File: config.mk
export PLATFORM = sky130hd
export DESIGN_NAME = mnof_ctrl
export DESIGN_NICKNAME = d
export VERILOG_FILES = /design/src/hdl/midi_note_overlap_fixup_defines.svh /design/src/hdl/mnof_pkg.sv /design/src/hdl/mnof_ctrl.sv
export SDC_FILE = /design/constraint.sdc
export NUM_CORES = 1
export LEC_CHECK = 0
export ABC_AREA = 1
export BUFFER_PORTS_ARGS = -buffer_cell sky130_fd_sc_hd__buf_2
export CAP_MARGIN = 20
export CORE_AREA = 2 2 39 41
export DETAILED_ROUTE_END_ITERATION = 16
export DIE_AREA = 0 0 41 43
export GPL_ROUTABILITY_DRIVEN = 0
export GPL_TIMING_DRIVEN = 0
export HOLD_SLACK_MARGIN = 0.08
export PLACE_DENSITY_LB_ADDON = 0.15
export SYNTH_ARGS = -nofsm -noshare
export SYNTH_HDL_FRONTEND = slang
export SYNTH_SLANG_ARGS = --single-unit
File: constraint.sdc
create_clock -name clk -period 1.57 [get_ports clk]
set_clock_uncertainty 0.15 [all_clocks]
set_input_delay 0.0785 -clock clk [delete_from_list [all_inputs] [get_ports clk]]
set_output_delay 0.0785 -clock clk [all_outputs]
set_load 0.05 [all_outputs]
File: src/hdl/midi_note_overlap_fixup_defines.svh
// Assertion macros for the note overlap fixup block
`ifndef MIDI_NOTE_OVERLAP_FIXUP_DEFINES_SVH
`define MIDI_NOTE_OVERLAP_FIXUP_DEFINES_SVH

`ifndef SYNTHESIS
`define MNOF_ASSERT_SAME(lbl, ante, cons) \
  lbl: assert property (@(posedge clk) disable iff (!rst_n) (ante) |-> (cons)) \
    else $error("mnof assertion failed");
`define MNOF_ASSERT_NEXT(lbl, ante, cons) \
  lbl: assert property (@(posedge clk) disable iff (!rst_n) (ante) |=> (cons)) \
    else $error("mnof assertion failed");
`else
`define MNOF_ASSERT_SAME(lbl, ante, cons)
`define MNOF_ASSERT_NEXT(lbl, ante, cons)
`endif

`endif

File: src/hdl/mnof_pkg.sv
package mnof_pkg;

  localparam int CHANNELS_DEF = 16;
  localparam int PITCHES      = 128;
  localparam int CHAN_W       = 4;
  localparam int PITCH_W      = 7;
  localparam int VEL_W        = 7;
  localparam int STAFF_W      = 10;
  localparam int CODE_W       = 11;
  localparam int CNT_W        = 8;

  typedef struct packed {
    logic               is_note_event;
    logic [CHAN_W-1:0]  channel;
    logic [PITCH_W-1:0] pitch;
    logic [VEL_W-1:0]   velocity;
    logic [STAFF_W-1:0] staff_in;
  } in_item_t;

  typedef struct packed {
    logic [CODE_W-1:0]  discard_code;
    logic [STAFF_W-1:0] staff_out;
  } out_item_t;

  typedef struct packed {
    logic clear;
    logic capture;
    logic rd;
    logic exec;
  } cmd_t;

  typedef struct packed {
    logic clear_last;
    logic out_free;
  } sts_t;

endpackage

File: src/hdl/mnof_ctrl.sv
module mnof_ctrl (
  input  logic           clk,
  input  logic           rst_n,
  input  logic           in_valid,
  output logic           in_stall,
  input  mnof_pkg::sts_t sts,
  output mnof_pkg::cmd_t cmd
);

  localparam logic [1:0] ST_CLEAR = 2'd0;
  localparam logic [1:0] ST_IDLE  = 2'd1;
  localparam logic [1:0] ST_READ  = 2'd2;
  localparam logic [1:0] ST_EXEC  = 2'd3;

  logic [1:0] state_r;
  logic [1:0] state_nxt;

  always_ff @(posedge clk) begin
    if (!rst_n) begin
      state_r <= ST_CLEAR;
    end else begin
      state_r <= state_nxt;
    end
  end

  always_comb begin
    state_nxt   = state_r;
    cmd         = '0;
    case (state_r)
      ST_CLEAR: begin
        cmd.clear = 1'b1;
        if (sts.clear_last) begin
          state_nxt = ST_IDLE;
        end
      end
      ST_IDLE: begin
        if (in_valid) begin
          cmd.capture = 1'b1;
          state_nxt   = ST_READ;
        end
      end
      ST_READ: begin
        cmd.rd    = 1'b1;
        state_nxt = ST_EXEC;
      end
      ST_EXEC: begin
        if (sts.out_free) begin
          cmd.exec  = 1'b1;
          state_nxt = ST_IDLE;
        end
      end
      default: begin
        state_nxt = ST_CLEAR;
      end
    endcase
  end

  assign in_stall = (state_r != ST_IDLE);

endmodule

Word level (Yosys, flattened, before mapping)
Index checks and enable logic that the tools add are counted.
{"block": "classes", "n_reduce_logical": 2, "n_mux": 10, "n_eq_ne": 7}
{"cell": "$pmux W2 S4", "count": 1}
{"cell": "$mux W1", "count": 6}
{"cell": "$mux W2", "count": 3}
{"cell": "$ne A2 B2 Y1 const B", "count": 3}
{"cell": "$eq A2 B2 Y1 const B", "count": 2}
{"cell": "$reduce_and A3 Y1", "count": 1}
{"cell": "$eq A2 B1 Y1 const B", "count": 1}
{"cell": "$logic_not A2 Y1", "count": 1}
{"cell": "$ne A2 B1 Y1 const B", "count": 1}
{"block": "word_totals", "out_inout_bits": 5, "ff_bits": 2, "word_cells": 20, "inputBits": 5}

Logic depth before layout (Yosys ltp)
{"block": "logic_depth", "word_depth": 3, "depth_mapped": 7, "ltp_nobuf": 7}

Worst setup path before layout
OpenSTA, ideal clock, no wires.
{"block": "synth_path", "kind": "reg-to-reg", "from": "register state_r[0]", "to": "register state_r[0]", "synth_period_minus_slack_ns": 1.473, "setup_time_ns": 0.114, "stages_incl_launch_ff": 8, "n_path_buf": 0, "required_ns": 1.306, "path_slack_ns": 0.097, "arrival_time_ns": 1.209, "cell_sequence": "dfxtp_1 inv_1 ha_1 nand2_1 nand3_2 nand2_1 nand2_1 nor2_1"}
{"block": "synth_via", "elab_chain_cells": 3, "elab_cells_between_ends": 9, "classes_between": "eq/ne (6); mux (1); reduce/logical (2)"}
{"item": "start, declared", "line_no": "mnof_ctrl.sv:15", "rtl": "logic [1:0] state_r;"}
{"item": "start signal, assigned", "line_no": "mnof_ctrl.sv:22", "rtl": "state_r <= state_nxt;"}
{"item": "$eq A2 B2 Y1, or another cell as far along", "line_no": "mnof_ctrl.sv:29", "rtl": "case (state_r)"}
{"item": "$ne A2 B2 Y1 (no line)"}
{"item": "$reduce_and A3 Y1 (no line)"}
Several ways; a longest one is shown, not always the timed one.
A chain may end at the register's enable or synchronous reset.

Final worst setup path
{"block": "layout_path", "from": "register state_r[1]", "to": "output port in_stall"}
{"block": "layout_via", "elab_chain_cells": 1}
{"item": "$ne A2 B1 Y1", "line_no": "mnof_ctrl.sv:58", "rtl": "assign in_stall = (state_r != ST_IDLE);"}
{"item": "end, declared", "line_no": "mnof_ctrl.sv:5", "rtl": "output logic in_stall,"}
No other way between the ends.

==> results.json <==
{
  "synth_seq_cells": 2,
  "area_growth_pct": 53.8,
  "slew-limit-headroom_pct": 83.6,
  "fin_hold_ws_ns": 0.139,
  "drcViolationCount": 0,
  "synth_warnings": 0,
  "p_total_mw": 0.609,
  "worstPathRequired_ns": 1.34,
  "rr_startpoint": "state_r[0]$_SDFFE_PN0P_",
  "die_area_um2": 1760,
  "fin_util_pct": 20.2,
  "first_pass_iters": 2,
  "drive_above_1_share_pct": 34.1,
  "finalCriticalPeriod_ns": 1.40,
  "worstMarginPinSlew_ns": 0.248,
  "wl_per_cell_um": 6.12,
  "syn-cell-area_um2": 181,
  "clk_pin_slew_worst_paths_ns": 0.03,
  "cts.sinks": 2,
  "worst-r2r-setup-slack_ns": 0.33,
  "hold_class": "primary input to flop",
  "top_register": "state_r",
  "fin_nets": 52,
  "final-instance-count-excl-fill": 57,
  "synth_cell_type_count": 7,
  "fill_cells": 161,
  "grt_max_degree": 5,
  "powerDensity_nw_per_um2": 2180,
  "hold_viol_final": 0,
  "synth_cells": 28,
  "die_h_um": 43,
  "htree_levels": 1,
  "drv_slew": 0,
  "path_max_fanout": 3,
  "status": "finished clean",
  "grt_pass1_vias": 168,
  "cts_tree": "built",
  "setup_viol": 0,
  "antenna_found_initial": 0,
  "cp-endpoint": "in_stall",
  "p_leak_nw": 0.183,
  "largest_register_ffs": 2,
  "rows": 14,
  "final_common_cell": "buf_2",
  "final_cell_mix": "9 x buf_2, 8 x inv_1, 8 x nand2_1",
  "worst-setup-path-type": "flop to output pin",
  "grt_setup_unrepaired": "false",
  "end_kind": "output pin",
  "vdd_ir_drop_max_mv": 0.402,
  "reg_top3": "state_r (2)",
  "r2r_cells": 6,
  "routed_wl_um": 349,
  "dpl.hpwl_um": 306,
  "placed_cells": 53,
  "numPortBuffers": 9,
  "cts_buffers": 3,
  "vias": 185,
  "regArea_um2": 40.0,
  "arrival_ns": 1.18,
  "core_area_um2": 1380,
  "start_util_pct": 13.1,
  "cp-start-kind": "flop",
  "io_pins": 10,
  "worst_r2r_endpoint": "state_r[1]$_SDFFE_PN0P_",
  "antenna-diode-count": 0,
  "multi_input_area_um2": 111,
  "vias_per_cell": 3.25,
  "min_period_over_period_pct": 89.4,
  "clock-root-buffer": "clkbuf_4",
  "grt.total_usage_pct": 5.31,
  "cts_buffer_depth": 2,
  "fmax_mhz": 712,
  "grt_overflow": 0,
  "fin_tns_setup_ns": 0,
  "startpoint": "state_r[1]$_SDFFE_PN0P_",
  "fp.dieW_um": 41,
  "synth_nets": 37,
  "grt_pass1_wl_um": 600,
  "ant_nets": 0,
  "maxCapViolations": 0,
  "synth_area_per_cell_um2": 6.48,
  "ys_seq_area_share_pct": 22.1,
  "drt_iter0_drc": 1,
  "clk_latency_ns": 0.22
}
[kinds of logic after synthesis]
group	Yosys count	share of synthesized area, %
adder cells (fa/ha/maj)	4	27.6
flip-flops	2	22.1
buffers and inverters	8	16.6
AND/OR/NAND/NOR	14	33.8
[cells in the mapped netlist (all sizes together)]
master,n,share of area (%)
inv,8,17
nand3,1,5.5
dfxtp,2,22
nor2,4,8.3
ha,4,28
nand2,9,20
[what timing repair did]
| item | 4_1_cts | 5_1_grt |
|---|---|---|
| endpoints found under the hold margin | 2 | 0 |
| setup buffers | 0 | 0 |
| resized for setup | 0 | 0 |
| hold buffers | 1 | 0 |
[critical path, stage by stage, from the launching register on]
cell and delay [ns]:
dfxtp_1 0.34, inv_1 0.08, ha_1 0.21, inv_1 0.08, buf_2 0.26
[metrics by stage]
| stage | setup WS, ns | cell area [um^2] |
|---|---|---|
| floorplan | 0.0968 | 181 |
| global placement | 0.307 | 246 |
| detailed placement | 0.311 | 246 |
| CTS | 0.135 | 279 |
| global route | 0.0517 | 279 |
| finish | 0.166 | 279 |
[worst min-delay path by stage]
stage	startpoint	endpoint	slack (ns)	cells past startpoint
final	sts[1]	state_r[0]$_SDFFE_PN0P_	0.14	6
after global routing	sts[1]	state_r[0]$_SDFFE_PN0P_	0.19	6
after CTS	sts[1]	state_r[1]$_SDFFE_PN0P_	0.14	6
after detailed placement	rst_n	state_r[1]$_SDFFE_PN0P_	0.17	3
after global placement	rst_n	state_r[0]$_SDFFE_PN0P_	0.17	3
after floorplan	rst_n	state_r[1]$_SDFFE_PN0P_	0.05	2
[cell type report]
cell class,instances,share of cell area [%]
multi-input combinational,18,39.9
clock buffer,3,8.07
timing repair buffer,10,19.7
tap,16,7.17
sequential,2,14.3
inverter,8,10.8
[per-layer routing]
metal	vias up	routed length [um]	GRT usage [%]
li1	105	-	-
met4	0	0	6.00
met1	74	158	6.71
met3	0	30	1.57
met2	6	160	6.25
met5	-	0	0
[power breakdown]
| group | switching [mW] | internal, mW |
|---|---|---|
| Clock | 0.0250 | 0.0839 |
| Sequential | 0.0193 | 0.0760 |
| Combinational | 0.301 | 0.103 |
Power figures use the tool's default switching activity.
